## config.mk

```make
export PLATFORM = sky130hd
export DESIGN_NAME = sorted_span_merge_list
export DESIGN_NICKNAME = d
export VERILOG_FILES = /design/src/sv/ssml_pkg.sv /design/src/sv/sorted_span_merge_list.sv /design/src/sv/ssml_cell.sv
export SDC_FILE = /design/constraint.sdc
export NUM_CORES = 2
export LEC_CHECK = 0
export ABC_AREA = 0
export BUFFER_PORTS_ARGS = -buffer_cell sky130_fd_sc_hd__clkbuf_2
export CAP_MARGIN = 10
export CORE_MARGIN = 4
export CORE_UTILIZATION = 50
export DETAILED_ROUTE_END_ITERATION = 10
export PLACE_DENSITY_LB_ADDON = 0.12
export SLEW_MARGIN = 20
export SYNTH_ARGS = -nofsm -noshare
export SYNTH_HDL_FRONTEND = slang
export SYNTH_SLANG_ARGS = --single-unit
```

## constraint.sdc

```tcl
create_clock -name clk -period 22.3 [get_ports clk]
set_input_delay 4.46 -clock clk [delete_from_list [all_inputs] [get_ports clk]]
set_output_delay 4.46 -clock clk [all_outputs]
set_load 0.01 [all_outputs]
```

## src/sv/ssml_pkg.sv

```systemverilog
// sorted span merge list: shared types and constants
// no dependencies
package ssml_pkg;
	localparam int CAPACITY_DEF = 128;
	localparam int SPAN_W = 16;
	localparam int IDX_W = 7;
	localparam int CNT_OUT_W = 8;

	typedef enum logic [1:0] {
		FUNC_ADD   = 2'd0,
		FUNC_READ  = 2'd1,
		FUNC_CLEAR = 2'd2,
		FUNC_NOP   = 2'd3
	} func_t;

	typedef struct packed {
		logic signed [SPAN_W-1:0] lo;
		logic signed [SPAN_W-1:0] hi;
	} span_t;

	// control broadcast from the sequencer to every cell
	typedef struct packed {
		logic  shift;
		logic  clear;
		span_t wr_span;
	} cell_ctrl_t;
endpackage

```

## src/sv/sorted_span_merge_list.sv

```systemverilog
// sorted span merge list: top level with sequencer and cell chain
// depends on ssml_pkg and ssml_cell
//
// usage: drive func, span_lo, span_hi and read_index with start high; the item
// transfers at the edge where start is high and busy is low. one result per
// item appears on accepted, count_now, read_valid, read_lo, read_hi for one
// cycle with done high; the receiver cannot stall.
// the list is a chain of CAPACITY cells that shifts by one place a cycle during
// an add or a read, but not in the step that takes in a new span. an add pops
// every cell from the head once, plus one step that takes in the new span at
// its sorted place; each popped span is merged into the running span, and a
// finished span is written just behind the spans already condensed, so the
// list stays packed at the head. a last step writes the running span. a read
// rotates the chain once, bringing the wanted cell to the head. clear, no-op
// and a refused add on a full list give their result in the cycle after the
// transfer. the next item can transfer at the edge that takes the result.
// reset empties the list at once (per-cell valid bits).
module sorted_span_merge_list #(
	parameter int CAPACITY = ssml_pkg::CAPACITY_DEF
) (
	input  logic                               clk,
	input  logic                               arst_n,
	input  logic                               start,
	output logic                               busy,
	output logic                               done,
	input  logic [1:0]                         func,
	input  logic signed [ssml_pkg::SPAN_W-1:0] span_lo,
	input  logic signed [ssml_pkg::SPAN_W-1:0] span_hi,
	input  logic [ssml_pkg::IDX_W-1:0]         read_index,
	output logic                               accepted,
	output logic [ssml_pkg::CNT_OUT_W-1:0]     count_now,
	output logic                               read_valid,
	output logic signed [ssml_pkg::SPAN_W-1:0] read_lo,
	output logic signed [ssml_pkg::SPAN_W-1:0] read_hi
);
	localparam int CW = $clog2(CAPACITY + 1);
	localparam int RW = (CW > ssml_pkg::IDX_W) ? CW : ssml_pkg::IDX_W;

	typedef enum logic [1:0] {ST_IDLE, ST_ADD, ST_FLUSH, ST_READ} state_t;
	state_t state_q;

	logic [CW-1:0] count_q, step_q, newcnt_q;
	logic [ssml_pkg::IDX_W-1:0] ridx_q;
	ssml_pkg::span_t ins_q, run_q;
	logic run_v_q, ins_done_q;

	logic [CAPACITY-1:0] cv;
	ssml_pkg::span_t cs [CAPACITY];
	ssml_pkg::cell_ctrl_t ctrl;

	// tail input of the chain
	logic tail_v;
	ssml_pkg::span_t tail_s;

	// write of a condensed span behind those already written
	logic wr_en;
	logic [CW-1:0] wr_idx;
	logic [CAPACITY-1:0] wr_sel;

	// head of the chain, and what merges this cycle
	logic take_ins, ins_first;
	ssml_pkg::span_t cand;
	logic cand_v, merge;
	logic signed [ssml_pkg::SPAN_W:0] lo_m1;

	// insert goes before the head unless the head orders strictly before it, or once the list tail is reached
	always_comb begin
		take_ins = 1'b0;
		cand = cs[0];
		cand_v = 1'b0;
		ins_first = ($signed(ins_q.lo) < $signed(cs[0].lo)) ||
			((ins_q.lo == cs[0].lo) && ($signed(ins_q.hi) <= $signed(cs[0].hi)));
		if (state_q == ST_ADD) begin
			if (!ins_done_q && (!cv[0] || ins_first)) begin
				take_ins = 1'b1;
				cand = ins_q;
				cand_v = 1'b1;
			end else begin
				cand_v = cv[0];
			end
		end
		lo_m1 = {cand.lo[ssml_pkg::SPAN_W-1], cand.lo} - 1'b1;
		merge = run_v_q &&
			($signed({run_q.hi[ssml_pkg::SPAN_W-1], run_q.hi}) >= lo_m1);
	end

	always_comb begin
		ctrl.clear = 1'b0;
		ctrl.wr_span = run_q;
		ctrl.shift = 1'b0;
		tail_v = cv[0];
		tail_s = cs[0];
		wr_en = 1'b0;
		case (state_q)
			ST_ADD: begin
				ctrl.shift = !take_ins;
				tail_v = 1'b0;
				wr_en = cand_v && run_v_q && !merge;
			end
			ST_FLUSH: wr_en = 1'b1;
			ST_READ: ctrl.shift = 1'b1;
			default: ctrl.clear = start && (func == ssml_pkg::FUNC_CLEAR);
		endcase
	end

	// written spans start at CAPACITY - pops; one place nearer the head after a shift
	assign wr_idx = CW'(CAPACITY) - step_q + newcnt_q - CW'(ctrl.shift);

	genvar g;
	generate
		for (g = 0; g < CAPACITY; g++) begin : g_cell
			assign wr_sel[g] = wr_en && (wr_idx == CW'(g));
			ssml_cell u_cell (
				.clk(clk), .arst_n(arst_n), .ctrl(ctrl), .wr_sel(wr_sel[g]),
				.prev_valid((g == CAPACITY - 1) ? tail_v : cv[(g + 1) % CAPACITY]),
				.prev_span((g == CAPACITY - 1) ? tail_s : cs[(g + 1) % CAPACITY]),
				.valid_q(cv[g]), .span_q(cs[g])
			);
		end
	endgenerate

	assign busy = (state_q != ST_IDLE);

	always_ff @(posedge clk or negedge arst_n) begin
		if (!arst_n) begin
			state_q <= ST_IDLE;
			count_q <= '0;
			done <= 1'b0;
			step_q <= '0;
			run_v_q <= 1'b0;
			ins_done_q <= 1'b0;
			newcnt_q <= '0;
			accepted <= 1'b0;
			read_valid <= 1'b0;
			count_now <= '0;
			read_lo <= '0;
			read_hi <= '0;
		end else begin
			done <= 1'b0;
			case (state_q)
				ST_IDLE: if (start) begin
					accepted <= 1'b0;
					read_valid <= 1'b0;
					read_lo <= '0;
					read_hi <= '0;
					count_now <= ssml_pkg::CNT_OUT_W'(count_q);
					case (func)
						ssml_pkg::FUNC_ADD: begin
							if (count_q >= CW'(CAPACITY)) begin
								done <= 1'b1;
							end else begin
								state_q <= ST_ADD;
								ins_q <= '{lo: span_lo, hi: span_hi};
								step_q <= '0;
								run_v_q <= 1'b0;
								ins_done_q <= 1'b0;
								newcnt_q <= '0;
							end
						end
						ssml_pkg::FUNC_READ: begin
							state_q <= ST_READ;
							ridx_q <= read_index;
							step_q <= '0;
						end
						ssml_pkg::FUNC_CLEAR: begin
							count_q <= '0;
							count_now <= '0;
							done <= 1'b1;
						end
						default: done <= 1'b1;
					endcase
				end
				ST_ADD: begin
					if (take_ins) ins_done_q <= 1'b1;
					else step_q <= step_q + 1'b1;
					if (cand_v) begin
						if (merge) begin
							if ($signed(cand.hi) > $signed(run_q.hi)) run_q.hi <= cand.hi;
						end else begin
							run_q <= cand;
							run_v_q <= 1'b1;
							if (run_v_q) newcnt_q <= newcnt_q + 1'b1;
						end
					end
					if (!take_ins && step_q == CW'(CAPACITY - 1)) state_q <= ST_FLUSH;
				end
				ST_FLUSH: begin
					state_q <= ST_IDLE;
					count_q <= newcnt_q + 1'b1;
					count_now <= ssml_pkg::CNT_OUT_W'(newcnt_q + 1'b1);
					accepted <= 1'b1;
					done <= 1'b1;
				end
				ST_READ: begin
					// valid cells are packed at the head, so a valid head is below the count
					if ((RW'(ridx_q) == RW'(step_q)) && cv[0]) begin
						read_valid <= 1'b1;
						read_lo <= cs[0].lo;
						read_hi <= cs[0].hi;
					end
					step_q <= step_q + 1'b1;
					if (step_q == CW'(CAPACITY - 1)) begin
						state_q <= ST_IDLE;
						done <= 1'b1;
					end
				end
				default: state_q <= ST_IDLE;
			endcase
		end
	end
endmodule

```

## src/sv/ssml_cell.sv

```systemverilog
// sorted span merge list: one storage cell of the chain
// depends on ssml_pkg
module ssml_cell (
	input  logic                clk,
	input  logic                arst_n,
	input  ssml_pkg::cell_ctrl_t ctrl,
	input  logic                wr_sel,
	input  logic                prev_valid,
	input  ssml_pkg::span_t     prev_span,
	output logic                valid_q,
	output ssml_pkg::span_t     span_q
);
	always_ff @(posedge clk or negedge arst_n) begin
		if (!arst_n) begin
			valid_q <= 1'b0;
		end else if (ctrl.clear) begin
			valid_q <= 1'b0;
		end else if (wr_sel) begin
			valid_q <= 1'b1;
		end else if (ctrl.shift) begin
			valid_q <= prev_valid;
		end
	end

	// a write lands on top of the shift
	always_ff @(posedge clk) begin
		if (wr_sel) begin
			span_q <= ctrl.wr_span;
		end else if (ctrl.shift) begin
			span_q <= prev_span;
		end
	end
endmodule

```

[Word level (Yosys, flattened, before mapping)]
Index checks and enable logic that the tools add are counted.
Storage, ports and cells
  word-level logic and storage cells: 1676
  flip-flop bits (word level): 4358
  output and inout bits: 44
  input port bits: 44
Cells by class
  reduce and logical (&&, ||, !) cells: 419
  equal/unequal tests: 150
  muxes and demuxes: 694
  order comparisons: 5
  bitwise gates (word level): 2
  $add $sub $neg: 6
Operators by type and width (number)
  2-to-1 mux 32 bit: 258
  == test 8 x 7 -> 1 bit (second input constant): 65
  2-to-1 mux 1 bit: 401
  nonzero test 3 bit: 129
  nonzero test 2 bit: 132
  == test 8 x 6 -> 1 bit (second input constant): 32
  logical AND 1 bit: 136
  == test 8 x 5 -> 1 bit (second input constant): 16
  2-to-1 mux 16 bit: 5
  2-to-1 mux 8 bit: 10
  == test 8 x 4 -> 1 bit (second input constant): 8
  one-hot mux 16 bit (2 select lines): 2
  one-hot mux 8 bit (2 select lines): 3
  == test 8 x 3 -> 1 bit (second input constant): 4
  one-hot mux 8 bit (3 select lines): 1
  AND reduction 5 bit: 4
  != test 2 bit (second input constant): 9
  greater-or-equal comparator 16 x 17 -> 1 bit: 1
  subtractor 16 x 2 -> 17 bit (second input constant): 1
  adder 8 x 1 -> 8 bit (second input constant): 2
  == test 16 bit: 1
  == test 8 x 2 -> 1 bit (second input constant): 2
  greater-than comparator 16 bit: 1
  less-or-equal comparator 16 bit: 1
  28 further kinds: 52

[Longest topological paths before layout]
  word-level depth: 16
  depth in mapped cells: 31
  gate-level depth less buffers: 24

[Modules after synthesis]
A second synthesis with hierarchy kept.
Second synthesis, totals
  cell total of the unflattened synthesis: 10308
  area total of the unflattened synthesis: 207138.7 um^2
Modules (own cells, without submodules)
  ssml_cell: area each 1547.7 um^2, cells each 73, sequential area each 985.9 um^2, instances 128
  sorted_span_merge_list: area each 9028.7 um^2, cells each 964, sequential area each 3708.6 um^2, instances 1

[Worst setup path before layout]
Ideal clock, no wire load.
  kind: register -> register
  start point: reg ins_q[26] (netlist name)
  end point: reg g_cell[112].u_cell.span_q[0] (netlist name), enable pin
  cell stages (with the launch flop): 29
  data arrival time: 6826 ps
  required time: 21906 ps
  clock period less this slack: 7220 ps
  path buffers: 6
  setup slack: 15080 ps
  library setup time: 394 ps
  cells stage by stage: edfxtp_1 > ha_1 > nand4_1 > nor3_1 > a222oi_1 > and3b_1 > o31ai_1 > a211o_1 > buf_2 > buf_2 > buf_4 > mux2i_1 > ha_1 > nand2b_1 > nor4_1 > nand2_1 > mux2i_1 > xor2_1 > ha_1 > a21o_1 > a211oi_2 > o2111ai_1 > o211ai_2 > o21ai_1 > buf_2 > buf_2 > nor3_2 > buf_2 > nand2b_1
On the way
  cells in the longest elaborated chain, start to end: 15
  elaborated cells on any way between the ends: 25
  classes of those cells: add/sub: 2; order compare: 2; eq/ne: 2; mux: 8; reduce/logical: 11
RTL lines
  from (decl): RTL line sorted_span_merge_list.sv:44  | ssml_pkg::span_t ins_q, run_q;
  from (signal assigned): RTL line sorted_span_merge_list.sv:153  | ins_q <= '{lo: span_lo, hi: span_hi};
  parallel branches: the longest is 14 deep, another holds subtractor 16 x 2 -> 17 bit
  nonzero test 2 bit (no source line) (*)
  to (signal assigned): RTL line ssml_cell.sv:28  | span_q <= ctrl.wr_span;
  to (signal assigned): RTL line ssml_cell.sv:30  | span_q <= prev_span;
  to (decl): RTL line ssml_cell.sv:11  | output ssml_pkg::span_t span_q
Every way passes the cells marked *.
A chain may end at the register's enable or synchronous reset.

[Worst setup path after layout]
  start point: reg g_cell[0].u_cell.span_q[15] (netlist name)
  end point: reg g_cell[125].u_cell.span_q[13] (netlist name), enable pin
On the way
  cells in the longest elaborated chain, start to end: 15
  elaborated cells on any way between the ends: 24
  classes of those cells: add/sub: 2; order compare: 2; eq/ne: 1; mux: 8; reduce/logical: 11
RTL lines
  from (decl): RTL line ssml_cell.sv:11
  from (signal assigned): RTL line ssml_cell.sv:28
  from (signal assigned): RTL line ssml_cell.sv:30
  less-or-equal comparator 16 bit (*): RTL line sorted_span_merge_list.sv:72  | ((ins_q.lo == cs[0].lo) && ($signed(ins_q.hi) <= $signed(cs[0].hi)));
  logical AND 1 bit (*): RTL line sorted_span_merge_list.sv:72
  logical OR 1 bit (*): RTL line sorted_span_merge_list.sv:71  | ins_first = ($signed(ins_q.lo) < $signed(cs[0].lo)) ||
  logical OR 1 bit (*): RTL line sorted_span_merge_list.sv:74  | if (!ins_done_q && (!cv[0] || ins_first)) begin
  logical AND 1 bit (*): RTL line sorted_span_merge_list.sv:74
  2-to-1 mux 32 bit: RTL line sorted_span_merge_list.sv:74
  2-to-1 mux 32 bit: RTL line sorted_span_merge_list.sv:73  | if (state_q == ST_ADD) begin
  subtractor 16 x 2 -> 17 bit: RTL line sorted_span_merge_list.sv:82  | lo_m1 = {cand.lo[ssml_pkg::SPAN_W-1], cand.lo} - 1'b1;
  greater-or-equal comparator 16 x 17 -> 1 bit: RTL line sorted_span_merge_list.sv:84  | ($signed({run_q.hi[ssml_pkg::SPAN_W-1], run_q.hi}) >= lo_m1);
  logical AND 1 bit: RTL line sorted_span_merge_list.sv:83  | merge = run_v_q &&
  zero test 1 bit: RTL line sorted_span_merge_list.sv:98  | wr_en = cand_v && run_v_q && !merge;
  logical AND 1 bit: RTL line sorted_span_merge_list.sv:98
  one-hot mux 1 bit (2 select lines): RTL line sorted_span_merge_list.sv:94  | case (state_q)
  logical AND 1 bit: RTL line sorted_span_merge_list.sv:112  | assign wr_sel[g] = wr_en && (wr_idx == CW'(g));
  nonzero test 2 bit (no source line) (*)
  to (signal assigned): RTL line ssml_cell.sv:28
  to (signal assigned): RTL line ssml_cell.sv:30
  to (decl): RTL line ssml_cell.sv:11
Every way passes the cells marked *; elsewhere a longest branch is shown, timed or not.

==> metrics.csv <==
metric,value,unit
status,"complete, no violations",
yosysTopAreaCell,edfxtp_1,
routed_wl,475400,µm
cts_resized,0,
cp_max_fo,34,
syn_area,0.1881,mm²
crit_slowest_cell,a2111oi_0,
final_cell_mix,"edfxtp_1 (4167), mux2_2 (4039), clkbuf_16 (457)",
fin_crit,10440,ps
die_h,621.3,µm
die_w,621.3,µm
antenna_found_initial,18,
grt_pass1_wl,697100,µm
die_area,0.3860,mm²
post-route-period-util,0.4683,
start_kind,flip-flop,
ioPinCount,88,
htreeDepth,5,
fin_hold_ws,491.1,ps
area_growth,10.52,%
slowest_delay,850,ps
first_global_vias,96250,
cts_sinks,4358,
placed_area,0.1934,mm²
ys_seq_area_frac,0.6908,
grt_usage,0.2410,
cp_common_cell,buf_4,
ant_nets,0,
drtPass1Iterations,6,
setup_violations,0,
worst_pin_slew,1171,ps
hpwlAfterDp,271400,µm
hp-class,flip-flop to flip-flop,
max_cap_viol_count,0,
viasPerCell,5.926,
insertion_delay,980,ps
coreArea,0.3733,mm²
tritoncts,yes,
routabilityCongestion,0.8766,
power-per-cell-area,121.3,mW/mm²
ys.warnings.count,0,
final_nets,10830,
drive_gt1_frac,0.4702,
slew_viol_final,0,
syn-num-nets,10960,
cts_hold_buf,0,
final_common_cell,edfxtp_1,
synth.area.top_cells,"edfxtp_1 (67%), mux2_2 (24%), dfrtp_1 (2.5%)",
synth-edff-count,4167,
max_freq,95.76,MHz
end_kind,flip-flop,
skew,56.54,ps
synth_flop_cell,edfxtp_1,
vias,95150,
synth_area_per_cell,17.37,µm²
grt_start_max_net_pins,129,
rsz0062_at_grt,false,
place_inst,15210,
rows,224,
synth_cells,10820,
clock_path_buffers,4,
ys_ff_latch,4358,
crit_type,flip-flop to flip-flop,
vdd.ir_drop.worst,0.1124,mV
timing.final.hold_violations,0,
slew_headroom,0.2193,
synth_top_area_frac,0.6654,
gr-total-overflow,0,
postCtsSetupRepairBufs,0,
leakagePower,70.04,nW
fillers,28590,
drtIter0Drc,10170,
io_buffers,87,
setup_tns,0,ps
synth_cell_types,73,
cts_buffers,449,
finalInstanceArea,0.2079,mm²
root_buffer,clkbuf_16,
drc,0,
synth-async-reset-ratio,0.04383,
initial_core_util,0.5038,
cp.required,22940,ps
clk_pin_slew_worst_paths,60,ps
stdcell_count,16060,
arrival,11080,ps
wire_per_inst,29.61,µm
==> power breakdown <==
part	internal [mW]	switching [mW]
clock	4.21	3.16
combinational	1.72	3.31
sequential	12.0	0.777
total	18.0	7.25
==> synth_stat cells (5+ instances only) <==
master / count
nand3_1: 82
o21ai_0: 92
nor3b_1: 9
mux2_2: 4039
a31oi_1: 103
o2bb2ai_1: 5
edfxtp_1: 4167
mux2i_1: 17
and3_1: 33
nor4_2: 5
nand2_2: 14
dfrtp_1: 191
inv_1: 80
clkbuf_1: 537
nand4_1: 22
or3_1: 6
nor3_1: 53
nand2_1: 494
mux2_1: 41
ha_1: 87
o21ai_1: 11
nor3_2: 21
a21o_1: 12
xnor2_1: 16
nand2b_1: 34
buf_1: 15
xor2_1: 20
or4_1: 5
nor4_1: 8
nor2_1: 36
buf_2: 422
a21oi_1: 67
nor2b_1: 6
a211o_1: 5
==> registers in the layout (all words and copies together) (netlist names), 2 cells and up <==
register	flops
g_cell.u_cell.span_q	4096
g_cell.u_cell.valid_q	128
ctrl	32
ins_q	32
read_hi	16
read_lo	16
count_q	8
newcnt_q	8
step_q	8
ridx_q	7
state_q	2
==> area by class of cell <==
class	count	area (µm²)	area share
antenna	6	15.01	0.00007223
clock buffer	600	12270	0.05905
clock inverter	236	2092	0.01006
inverter	81	311.5	0.001499
multi-input combinational	5407	54070	0.2601
sequential	4358	129900	0.6250
tap	4972	6221	0.02993
timing repair buffer	397	2968	0.01428
==> layer usage <==
metal  GRT usage  vias up  part of all wire
li1            -    41330                 -
met1      0.3794    49420              0.47
met2      0.3441     3758              0.42
met3     0.04786      638             0.079
met4     0.05469        2             0.023
met5           0        -          0.000027
==> logic make-up (layout without fill, tap and decap cells) <==
logic type | Yosys count | after routing | share of synthesized area
DFF | 4358 | 4358 | 0.6908
muxes | 4097 | 4097 | 0.2452
buffers and inverters | 1059 | 1314 | 0.02401
and+or+nand+nor | 849 | 849 | 0.02140
AOI/OAI and AO/OA | 334 | 334 | 0.01075
adders and majority gates | 90 | 90 | 0.006107
xor gates and xnor gates | 37 | 37 | 0.001763
other | 0 | 6 | 0
==> worst max-delay path, delay by kind of cell, from the launching register on <==
family,cells,cell delay [ps]
flip-flops,1,410
adder cells (fa/ha/maj),3,820
buffers and inverters,6,1840
XOR/XNOR,1,180
AO/OA/AOI/OAI,10,3250
multiplexers,2,570
AND/OR/NAND/NOR,7,2940
==> worst paths after layout <==
check,start,slack (ps),depth (start not counted),endpoint
min in group asynchronous,arst_n,3470,1,g_cell[1].u_cell.valid_q
setup / recovery,g_cell[0].u_cell.span_q[15],11860,29,g_cell[125].u_cell.span_q[13]
setup reg to reg,g_cell[0].u_cell.span_q[15],11860,29,g_cell[125].u_cell.span_q[13]
hold / removal,read_lo[12],490,2,read_lo[12]
hold reg to reg,read_lo[12],490,2,read_lo[12]
max in group asynchronous,arst_n,16850,3,g_cell[35].u_cell.valid_q
==> through the flow <==
| stage | setup WS (ps) | utilization | total power [mW] |
|---|---|---|---|
| after floorplan | 15080 | - | 15.71 |
| after global placement | 11490 | 0.5178 | 17.86 |
| after detailed placement | 11660 | 0.5180 | 17.84 |
| after CTS | 11610 | 0.5564 | 25.34 |
| after global routing | 11300 | 0.5567 | 26.21 |
| final | 11860 | 0.5568 | 25.20 |
Power figures use the tool's default switching activity.
